`src/sv/tpd_pkg.sv`:
```
// Package for the priority task dispatcher: field widths, default sizes,
// item kind codes and sequencer state codes. No dependencies.
package tpd_pkg;

    localparam int unsigned NUM_TASKS_DEF = 32;
    localparam int unsigned PRIO_BITS_DEF = 8;

    localparam int unsigned KIND_W   = 3;
    localparam int unsigned ID_W     = 5;
    localparam int unsigned LINE_W   = 5;
    localparam int unsigned MASK_W   = 32;
    localparam int unsigned PREQ_W   = 8;

    typedef enum logic [KIND_W-1:0] {
        KIND_REG      = 3'd0,
        KIND_UNREG    = 3'd1,
        KIND_WAKE_ID  = 3'd2,
        KIND_WAKE_IRQ = 3'd3,
        KIND_DISPATCH = 3'd4,
        KIND_FINISH   = 3'd5
    } t_kind;

    typedef enum logic [3:0] {
        ST_IDLE = 4'b0001,
        ST_FREE = 4'b0010,
        ST_CUR  = 4'b0100,
        ST_SCAN = 4'b1000
    } t_state;

endpackage

```
`src/sv/tpd_if.sv`:
```
// Valid/ready channel interfaces for the dispatcher's input and result words.
// Depends on tpd_pkg.
interface tpd_in_if;
    import tpd_pkg::*;

    logic              valid;
    logic              ready;
    logic [KIND_W-1:0] kind;
    logic [ID_W-1:0]   task_id;
    logic [LINE_W-1:0] irq_line;
    logic [MASK_W-1:0] irq_mask;
    logic [PREQ_W-1:0] priority_req;
    logic              ret_nonzero;

    modport source (output valid, kind, task_id, irq_line, irq_mask, priority_req,
                    ret_nonzero, input ready);
    modport sink   (input valid, kind, task_id, irq_line, irq_mask, priority_req,
                    ret_nonzero, output ready);
endinterface

interface tpd_out_if;
    import tpd_pkg::*;

    logic            valid;
    logic            ready;
    logic            status;
    logic [ID_W-1:0] run_id;

    modport source (output valid, status, run_id, input ready);
    modport sink   (input valid, status, run_id, output ready);
endinterface

```
`src/sv/priority_task_dispatcher_top.sv`:
```
// Priority task dispatcher: valid bits in flops, priorities and interrupt
// masks in two RAMs, one shared compare walked by a scan counter.
// Depends on tpd_pkg, tpd_if and tpd_ram.
//
// Usage:
//   i_in carries one command word (register, unregister, wake by id, wake by
//   interrupt, dispatch, finish); o_out returns one result word per command
//   with status (1 = table full) and run_id.
//   Unregister, wake by id, finish and unused kinds: the result word follows
//   in the cycle after the command. Register: a walk from entry 1 up to the
//   lowest free entry, or to the last one for a full table. Wake by interrupt
//   and dispatch: a scan over the RAM read port, one entry a cycle.
//   One command is in flight at a time: i_in.ready is low while a command
//   runs and while its result word waits in the output register.
//   Throughput: the next command is taken the cycle after the result word.
//   A stalled receiver holds the result word and blocks further commands.
//   Reset: only the idle task is registered and pending, idle is current,
//   no wake bits. The RAMs are not cleared; entries are read only once
//   registered, and the idle task's priority is forced to zero.
module priority_task_dispatcher_top #(
    parameter int unsigned NUM_TASKS = tpd_pkg::NUM_TASKS_DEF,
    parameter int unsigned PRIO_BITS = tpd_pkg::PRIO_BITS_DEF
) (
    input  logic i_clk,
    input  logic i_rst_n,
    tpd_in_if.sink    i_in,
    tpd_out_if.source o_out
);
    import tpd_pkg::*;

    localparam int unsigned IDX_W = (NUM_TASKS > 1) ? $clog2(NUM_TASKS) : 1;
    localparam logic [IDX_W-1:0] IDX_LAST  = IDX_W'(NUM_TASKS - 1);
    localparam logic [IDX_W-1:0] IDX_FIRST = IDX_W'(1);
    localparam logic [ID_W:0]    ID_LIM    = (ID_W + 1)'(NUM_TASKS);

    t_state                r_state, n_state;
    logic [NUM_TASKS-1:0]  r_valid, n_valid;
    logic [NUM_TASKS-1:0]  r_pend,  n_pend;
    logic [NUM_TASKS-1:0]  r_wake,  n_wake;
    logic [IDX_W-1:0]      r_cur,   n_cur;
    logic [IDX_W-1:0]      r_idx,   n_idx;
    logic                  r_iss,   n_iss;
    logic                  r_pv,    n_pv;
    logic [IDX_W-1:0]      r_pidx,  n_pidx;
    logic                  r_load,  n_load;
    logic [PRIO_BITS-1:0]  r_thr,   n_thr;
    logic [IDX_W-1:0]      r_best,  n_best;
    logic                  r_ovld,  n_ovld;
    logic                  r_ostat, n_ostat;
    logic [ID_W-1:0]       r_orun,  n_orun;

    logic [KIND_W-1:0]     r_kind;
    logic [LINE_W-1:0]     r_line;
    logic [MASK_W-1:0]     r_mask_in;
    logic [PRIO_BITS-1:0]  r_prio_in;

    logic                  accept;
    logic                  id_ok;
    logic [IDX_W-1:0]      tid;
    logic                  ram_we;
    logic [IDX_W-1:0]      ram_raddr;
    logic [PRIO_BITS-1:0]  rd_prio;
    logic [MASK_W-1:0]     rd_mask;
    logic [IDX_W-1:0]      fin_cur;

    assign i_in.ready   = (r_state == ST_IDLE) && !r_ovld;
    assign accept       = i_in.valid && i_in.ready;
    assign id_ok        = {1'b0, i_in.task_id} < ID_LIM;
    assign tid          = i_in.task_id[IDX_W-1:0];
    assign ram_raddr    = (r_state == ST_CUR) ? r_cur : r_idx;

    assign o_out.valid  = r_ovld;
    assign o_out.status = r_ostat;
    assign o_out.run_id = r_orun;

    tpd_ram #(.WIDTH(PRIO_BITS), .DEPTH(NUM_TASKS), .AW(IDX_W)) u_prio_ram (
        .i_clk   (i_clk),
        .i_we    (ram_we),
        .i_waddr (r_idx),
        .i_wdata (r_prio_in),
        .i_raddr (ram_raddr),
        .o_rdata (rd_prio)
    );

    tpd_ram #(.WIDTH(MASK_W), .DEPTH(NUM_TASKS), .AW(IDX_W)) u_mask_ram (
        .i_clk   (i_clk),
        .i_we    (ram_we),
        .i_waddr (r_idx),
        .i_wdata (r_mask_in),
        .i_raddr (ram_raddr),
        .o_rdata (rd_mask)
    );

    always_comb begin
        n_state = r_state;
        n_valid = r_valid;
        n_pend  = r_pend;
        n_wake  = r_wake;
        n_cur   = r_cur;
        n_idx   = r_idx;
        n_iss   = r_iss;
        n_pv    = r_pv;
        n_pidx  = r_pidx;
        n_load  = r_load;
        n_thr   = r_thr;
        n_best  = r_best;
        n_ovld  = r_ovld;
        n_ostat = r_ostat;
        n_orun  = r_orun;
        ram_we  = 1'b0;
        fin_cur = r_cur;

        if (r_ovld && o_out.ready) begin
            n_ovld = 1'b0;
        end

        unique case (r_state)
            ST_IDLE: begin
                if (accept) begin
                    n_ostat = 1'b0;
                    n_orun  = ID_W'(r_cur);
                    case (i_in.kind)
                        KIND_REG: begin
                            n_state = ST_FREE;
                            n_idx   = IDX_FIRST;
                        end
                        KIND_UNREG: begin
                            n_ovld = 1'b1;
                            if (id_ok && (i_in.task_id != '0)) begin
                                n_pend[tid]  = 1'b0;
                                n_valid[tid] = 1'b0;
                            end
                        end
                        KIND_WAKE_ID: begin
                            n_ovld = 1'b1;
                            if (id_ok) begin
                                n_wake[tid] = 1'b1;
                            end
                        end
                        KIND_WAKE_IRQ: begin
                            n_state = ST_SCAN;
                            n_idx   = IDX_FIRST;
                            n_iss   = 1'b1;
                            n_pv    = 1'b0;
                            n_load  = 1'b0;
                        end
                        KIND_DISPATCH: begin
                            n_state = ST_CUR;
                            n_pend  = r_pend | r_wake;
                            n_wake  = '0;
                        end
                        KIND_FINISH: begin
                            n_ovld = 1'b1;
                            if (!i_in.ret_nonzero || !r_valid[r_cur]) begin
                                n_pend[r_cur] = 1'b0;
                            end
                        end
                        default: begin
                            n_ovld = 1'b1;
                        end
                    endcase
                end
            end

            ST_FREE: begin
                if (!r_valid[r_idx]) begin
                    ram_we         = 1'b1;
                    n_valid[r_idx] = 1'b1;
                    n_ovld         = 1'b1;
                    n_ostat        = 1'b0;
                    n_orun         = ID_W'(r_idx);
                    n_state        = ST_IDLE;
                end else if (r_idx == IDX_LAST) begin
                    n_ovld  = 1'b1;
                    n_ostat = 1'b1;
                    n_orun  = '0;
                    n_state = ST_IDLE;
                end else begin
                    n_idx = r_idx + IDX_W'(1);
                end
            end

            ST_CUR: begin
                n_state = ST_SCAN;
                n_idx   = IDX_FIRST;
                n_iss   = 1'b1;
                n_pv    = 1'b0;
                n_load  = 1'b1;
                n_best  = '0;
            end

            ST_SCAN: begin
                n_load = 1'b0;
                n_pv   = r_iss;
                if (r_iss) begin
                    n_pidx = r_idx;
                    if (r_idx == IDX_LAST) begin
                        n_iss = 1'b0;
                    end else begin
                        n_idx = r_idx + IDX_W'(1);
                    end
                end
                // threshold starts at the current task's priority; idle is zero
                if (r_load) begin
                    n_thr = (r_cur == '0) ? '0 : rd_prio;
                end
                if (r_pv) begin
                    if (r_kind == KIND_WAKE_IRQ) begin
                        if (r_valid[r_pidx] && rd_mask[r_line]) begin
                            n_wake[r_pidx] = 1'b1;
                        end
                    end else if ((r_pidx != r_cur) && r_valid[r_pidx] && r_pend[r_pidx]
                                 && (rd_prio >= r_thr)) begin
                        n_best = r_pidx;
                        n_thr  = rd_prio;
                    end
                    if (r_pidx == IDX_LAST) begin
                        n_state = ST_IDLE;
                        n_ovld  = 1'b1;
                        n_ostat = 1'b0;
                        if (r_kind == KIND_DISPATCH) begin
                            if (n_best != '0) begin
                                fin_cur = n_best;
                            end else if (!r_pend[r_cur]) begin
                                fin_cur = '0;
                            end
                            n_cur = fin_cur;
                        end
                        n_orun = ID_W'(fin_cur);
                    end
                end
            end

            default: begin
                n_state = ST_IDLE;
            end
        endcase
    end

    always_ff @(posedge i_clk) begin
        if (!i_rst_n) begin
            r_state <= ST_IDLE;
            r_valid <= NUM_TASKS'(1);
            r_pend  <= NUM_TASKS'(1);
            r_wake  <= '0;
            r_cur   <= '0;
            r_idx   <= '0;
            r_iss   <= 1'b0;
            r_pv    <= 1'b0;
            r_load  <= 1'b0;
            r_best  <= '0;
            r_ovld  <= 1'b0;
        end else begin
            r_state <= n_state;
            r_valid <= n_valid;
            r_pend  <= n_pend;
            r_wake  <= n_wake;
            r_cur   <= n_cur;
            r_idx   <= n_idx;
            r_iss   <= n_iss;
            r_pv    <= n_pv;
            r_load  <= n_load;
            r_best  <= n_best;
            r_ovld  <= n_ovld;
        end
    end

    always_ff @(posedge i_clk) begin
        r_pidx  <= n_pidx;
        r_thr   <= n_thr;
        r_ostat <= n_ostat;
        r_orun  <= n_orun;
        if (accept) begin
            r_kind    <= i_in.kind;
            r_line    <= i_in.irq_line;
            r_mask_in <= i_in.irq_mask;
            r_prio_in <= PRIO_BITS'(i_in.priority_req);
        end
    end

endmodule

```
`src/sv/tpd_ram.sv`:
```
// Generic single-write, single-read RAM with registered read data.
// No dependencies.
module tpd_ram #(
    parameter int unsigned WIDTH = 8,
    parameter int unsigned DEPTH = 32,
    parameter int unsigned AW    = 5
) (
    input  logic             i_clk,
    input  logic             i_we,
    input  logic [AW-1:0]    i_waddr,
    input  logic [WIDTH-1:0] i_wdata,
    input  logic [AW-1:0]    i_raddr,
    output logic [WIDTH-1:0] o_rdata
);

    logic [WIDTH-1:0] r_mem [DEPTH];
    logic [WIDTH-1:0] r_rdata;

    always_ff @(posedge i_clk) begin
        if (i_we) begin
            r_mem[i_waddr] <= i_wdata;
        end
        r_rdata <= r_mem[i_raddr];
    end

    assign o_rdata = r_rdata;

endmodule

```
`src/flat_wrapper.sv`:
```
// flat-port wrapper written by rule: the top's interface ports become plain ports
module priority_task_dispatcher_top_flat import tpd_pkg::*;
#(
    parameter int unsigned NUM_TASKS = tpd_pkg::NUM_TASKS_DEF,
    parameter int unsigned PRIO_BITS = tpd_pkg::PRIO_BITS_DEF
)
  (i_clk, i_rst_n, i_in_valid, i_in_kind, i_in_task_id, i_in_irq_line, i_in_irq_mask, i_in_priority_req, i_in_ret_nonzero, i_in_ready, o_out_valid, o_out_status, o_out_run_id, o_out_ready);
  tpd_in_if i_in_i ();
  tpd_out_if o_out_i ();
  input  logic i_clk;
  input  logic i_rst_n;
  input wire logic [$bits(i_in_i.valid)-1:0] i_in_valid;
  input wire logic [$bits(i_in_i.kind)-1:0] i_in_kind;
  input wire logic [$bits(i_in_i.task_id)-1:0] i_in_task_id;
  input wire logic [$bits(i_in_i.irq_line)-1:0] i_in_irq_line;
  input wire logic [$bits(i_in_i.irq_mask)-1:0] i_in_irq_mask;
  input wire logic [$bits(i_in_i.priority_req)-1:0] i_in_priority_req;
  input wire logic [$bits(i_in_i.ret_nonzero)-1:0] i_in_ret_nonzero;
  output wire logic [$bits(i_in_i.ready)-1:0] i_in_ready;
  output wire logic [$bits(o_out_i.valid)-1:0] o_out_valid;
  output wire logic [$bits(o_out_i.status)-1:0] o_out_status;
  output wire logic [$bits(o_out_i.run_id)-1:0] o_out_run_id;
  input wire logic [$bits(o_out_i.ready)-1:0] o_out_ready;
  assign i_in_i.valid = i_in_valid;
  assign i_in_i.kind = i_in_kind;
  assign i_in_i.task_id = i_in_task_id;
  assign i_in_i.irq_line = i_in_irq_line;
  assign i_in_i.irq_mask = i_in_irq_mask;
  assign i_in_i.priority_req = i_in_priority_req;
  assign i_in_i.ret_nonzero = i_in_ret_nonzero;
  assign i_in_ready = i_in_i.ready;
  assign o_out_valid = o_out_i.valid;
  assign o_out_status = o_out_i.status;
  assign o_out_run_id = o_out_i.run_id;
  assign o_out_i.ready = o_out_ready;
  priority_task_dispatcher_top #(.NUM_TASKS(NUM_TASKS), .PRIO_BITS(PRIO_BITS)) u_core (.i_clk(i_clk), .i_rst_n(i_rst_n), .i_in(i_in_i), .o_out(o_out_i));
endmodule
```
`config.mk`:
```
export PLATFORM = sky130hd
export DESIGN_NAME = priority_task_dispatcher_top_flat
export DESIGN_NICKNAME = d
export VERILOG_FILES = /design/src/sv/tpd_pkg.sv /design/src/sv/tpd_if.sv /design/src/sv/priority_task_dispatcher_top.sv /design/src/sv/tpd_ram.sv /design/src/flat_wrapper.sv
export SDC_FILE = /design/constraint.sdc
export NUM_CORES = 2
export LEC_CHECK = 0
export BUFFER_PORTS_ARGS = -buffer_cell sky130_fd_sc_hd__buf_2
export CORE_ASPECT_RATIO = 0.6
export CORE_MARGIN = 2
export CORE_UTILIZATION = 62
export DETAILED_ROUTE_END_ITERATION = 8
export GPL_ROUTABILITY_DRIVEN = 0
export PLACE_DENSITY = 0.78
export SYNTH_ARGS = -nofsm -noshare
export SYNTH_HDL_FRONTEND = slang
export SYNTH_HIERARCHICAL = 1
export SYNTH_SLANG_ARGS = --single-unit
```
`constraint.sdc`:
```
create_clock -name i_clk -period 8.45 [get_ports i_clk]
set_input_delay 0.845 -clock i_clk [delete_from_list [all_inputs] [get_ports i_clk]]
set_output_delay 0.845 -clock i_clk [all_outputs]
set_load 0.005 [all_outputs]
```
==> qor.txt <==
TIMING
------------------------------------------------------------------------
Fmax                                                           195.7 MHz
Max-slew violation count                                               0
Total negative setup slack                                          0 ns
Final setup violation count                                            0
Min Tclk post-route                                             5.111 ns
Setup repair after global routing missed its margin                false
Headroom to the max-slew limit                                    0.1474
Least-Margin Pin Slew                                           1.276 ns
Maximum clock skew at final layout                            0.02140 ns
Final worst-path cycle share                                      0.6049
Final number of hold-violating endpoints                               0

CLOCKING
------------------------------------------------------------------------
Clock Root Buffer                                           sky130_fd_sc_hd__clkbuf_16
Number of setup buffers added after CTS                                0
Skew-Pair Late Insertion Delay                                   0.77 ns
H-Tree Level Count                                                     4
Cts repair resizes                                                     0
Clock buffers created by TritonCTS                                   132
Clock-pin slew on the worst setup and hold paths                 0.06 ns
Number of buffers between clock root and the deepest sink              3
Number of clock sinks seen by CTS                                   1506
# hold bufs at CTS                                                     0
TritonCTS clock tree                                               built

CRITICAL PATH
------------------------------------------------------------------------
Worst path arrival time                                          5.49 ns
Timing startpoint of the critical path                      u_core/r_idx[1]
Internal reg-to-reg setup slack                                  3.34 ns
Worst reg2reg startpoint                                    u_core/r_idx[1]
Setup crit end kind                                                 flop
Worst setup endpoint                                        u_core/u_mask_ram/r_mem[19][9]
R2R depth                                                              7
Crit Path Max Fanout                                                  32
RR Endpoint                                                 u_core/u_mask_ram/r_mem[19][9]
WS Path Type                                                     reg2reg
Data required time at the worst endpoint                         8.83 ns
Startpoint Class                                                    flop

PLACE
------------------------------------------------------------------------
Cell area after placement                                    0.06206 mm²
Count of buffers from port buffering                                  65
# placed instances                                                  4895
Detailed placement HPWL                                         88590 µm

LAYOUT
------------------------------------------------------------------------
Share of post-route cells with drive strength above 1             0.1344
Layout Cell Area excl Fill                                   0.06629 mm²
Number of cells in the finished layout apart from fillers           5138
Number of fillers in the final layout                               6254
End-of-flow core utilization                                      0.6873
Nets                                                                3795
Area delta synth->final                                           9.365%

HOLD PATH
------------------------------------------------------------------------
Classification of the worst-slack hold path                       in2reg
Number of cells traversed by the worst hold path                       1
Startpoint of the tightest hold check path                  i_in_irq_mask[16]

GRT
------------------------------------------------------------------------
Pin count of the biggest net entering global routing                 131
Global-route wire length before repair                         213200 µm
GRT Overall Usage                                                 0.2886
Global route overflow                                                  0
Initial antenna violation count                                        7
Vias in the first global route                                     31930

SYNTHESIS
------------------------------------------------------------------------
Top flip-flop cell by instance count after synthesis        sky130_fd_sc_hd__edfxtp_1
Cells taking the most area after synthesis                  sky130_fd_sc_hd__edfxtp_1, sky130_fd_sc_hd__mux2i_1, sky130_fd_sc_hd__dfxtp_1
Mapped cell area                                             0.06062 mm²
Area share of the largest cell type after synthesis               0.6673
Synthesis Warnings                                                     6
Unique masters post-synth                                             73
Biggest area consumer among synthesized cells               sky130_fd_sc_hd__edfxtp_1
Average cell area after synthesis                              16.37 µm²
Gate count of the mapped netlist                                    3702
Number of synthesized flops with an enable pin                      1347
FFs w/ async S/R, synth                                                0
Post-synth net total                                                3773
Register bit count reported by yosys                                1506
Post-synthesis sequential area ratio                              0.7198

FLOORPLAN
------------------------------------------------------------------------
IO Pins                                                               66
Initial core utilization                                          0.6285
Area of the die                                               0.1004 mm²
Vert. Die Dim                                                   246.2 µm
Row cnt                                                               88
Core Area                                                    0.09645 mm²
DIE WIDTH                                                       407.7 µm

POWER AND IR DROP
------------------------------------------------------------------------
Logic pwr share                                                    0.054
Internal cell power                                             11.86 mW
Cell area power density                                     228.1 mW/mm²
Leakage dissipation                                             20.68 nW
Switching part of the total power                                 0.2158
Worst VDD drop                                                 0.2176 mV
Net switching power                                             3.263 mW
Part of the power in registers                                     0.551
Part of the power in the clock network                             0.395

OUTCOME
------------------------------------------------------------------------
Outcome                                                     finished, final reports clean

DRT
------------------------------------------------------------------------
Per-cell via count in the routed design                            6.702
Drt pass-1 iters                                                       6
Total via count in the routed design                               34440
Mean routed wirelength per cell                                 28.11 µm
Routed Antenna Nets                                                    0
DR DRC count                                                           0
WL final                                                       144400 µm
Starting DRT DRC Count                                              5603

RUN
------------------------------------------------------------------------
Max capacitance violation total                                        0

sequential cells by signal, indices dropped and copies added (netlist names), 3 cells and up:
signal	cells
u_core/u_prio_ram/o_rdata	8
u_core/r_best	5
u_core/u_mask_ram/r_mem	1024
u_core/u_mask_ram/o_rdata	32
u_core/u_prio_ram/r_mem	256
u_core/o_out.run_id	5
u_core/r_pidx	5
u_core/r_pend	32
u_core/r_valid	32
u_core/r_idx	5
u_core/r_wake	32
u_core/r_state	4
u_core/r_cur	5
u_core/r_kind	3
u_core/r_prio_in	8
u_core/r_line	5
u_core/r_mask_in	32
u_core/r_thr	8
worst min-delay path by stage:
stage	to	slack [ns]
after CTS	u_core/r_mask_in[15]	0.21
after global placement	u_core/r_pend[9]	0.44
after global routing	u_core/r_mask_in[20]	0.23
final	u_core/r_mask_in[16]	0.25
after detailed placement	u_core/r_pend[26]	0.45
after floorplan	u_core/r_pend[30]	0.43
cell type report:
type	instances	area, µm²	area share
timing repair buffer	124	805.8	0.01215
tap	1305	1633	0.02463
sequential	1506	43630	0.6581
antenna	2	5.005	0.00007549
clock buffer	183	3692	0.05570
inverter	17	65.06	0.0009814
multi-input combinational	1943	15930	0.2402
clock inverter	58	535.5	0.008078
cells in the final DEF, fill, tap and decap left out, types with 65 or more instances in the layout:
cell type	Yosys	routed
sky130_fd_sc_hd__a21oi_1	120	120
sky130_fd_sc_hd__a22o_1	106	106
sky130_fd_sc_hd__a22oi_1	103	103
sky130_fd_sc_hd__buf_2	50	65
sky130_fd_sc_hd__clkbuf_16	0	138
sky130_fd_sc_hd__dfxtp_1	159	159
sky130_fd_sc_hd__edfxtp_1	1347	1347
sky130_fd_sc_hd__mux2i_1	537	537
sky130_fd_sc_hd__mux4_2	118	118
sky130_fd_sc_hd__nand2_1	245	244
sky130_fd_sc_hd__nand3_1	179	179
sky130_fd_sc_hd__nor2_1	105	70
sky130_fd_sc_hd__o22ai_1	71	71
synth_stat cells (16+ instances only):
cell,instances
sky130_fd_sc_hd__a21oi_1,120
sky130_fd_sc_hd__clkbuf_1,103
sky130_fd_sc_hd__o22ai_1,71
sky130_fd_sc_hd__mux4_2,118
sky130_fd_sc_hd__edfxtp_1,1347
sky130_fd_sc_hd__nor3_1,37
sky130_fd_sc_hd__a31oi_1,37
sky130_fd_sc_hd__nor2b_1,16
sky130_fd_sc_hd__a22oi_1,103
sky130_fd_sc_hd__o21ai_0,55
sky130_fd_sc_hd__dfxtp_1,159
sky130_fd_sc_hd__mux2i_1,537
sky130_fd_sc_hd__nand2_1,245
sky130_fd_sc_hd__nor2_1,105
sky130_fd_sc_hd__nand3b_1,19
sky130_fd_sc_hd__buf_4,42
sky130_fd_sc_hd__buf_6,24
sky130_fd_sc_hd__buf_2,50
sky130_fd_sc_hd__nand3_1,179
sky130_fd_sc_hd__a22o_1,106
power groups by stage:
stage	registers, mW	logic, mW	clock network (mW)
floorplan	8.48	0.549	0
global placement	8.49	0.789	0
detailed placement	8.50	0.800	0
CTS	8.34	0.803	6.04
global route	8.35	0.855	6.34
finish	8.34	0.811	5.97
cell families after synthesis:
kind of cell               after synthesis  synth area share
xor gates and xnor gates                 5         0.0007226
adders and majority gates               13          0.002683
DFF                                   1506            0.7198
muxes                                  675            0.1375
and+or+nand+nor                        694           0.05445
buffers and inverters                  253           0.02244
AOI/OAI and AO/OA                      556           0.06240
stage by stage:
stage	power, mW	hold slack, ns	worst slack, ns
final	15.12	0.2506	3.339
after global routing	15.54	0.2345	3.216
after CTS	15.19	0.2061	3.394
after detailed placement	9.302	0.4475	3.476
after global placement	9.282	0.4380	3.718
after floorplan	9.030	0.4337	3.797
critical path, cell delays in order, from the launching register on:
cell	delay (ns)
sky130_fd_sc_hd__dfxtp_1	0.90
sky130_fd_sc_hd__mux4_2	0.59
sky130_fd_sc_hd__a22oi_1	0.24
sky130_fd_sc_hd__o2111ai_1	0.35
sky130_fd_sc_hd__nor4_4	0.25
sky130_fd_sc_hd__buf_4	0.35
sky130_fd_sc_hd__nand3_1	0.74
sky130_fd_sc_hd__nor2_4	1.25
per-layer routing:
metal | GRT usage | vias up | routed length (µm)
met3 | 0.07573 | 247 | 18930
met4 | 0.07876 | 2 | 3082
met1 | 0.4611 | 17350 | 61740
li1 | - | 14640 | -
met2 | 0.3914 | 2190 | 60680
met5 | 0 | - | 13
Note: power is estimated with default switching activity, not from simulation.
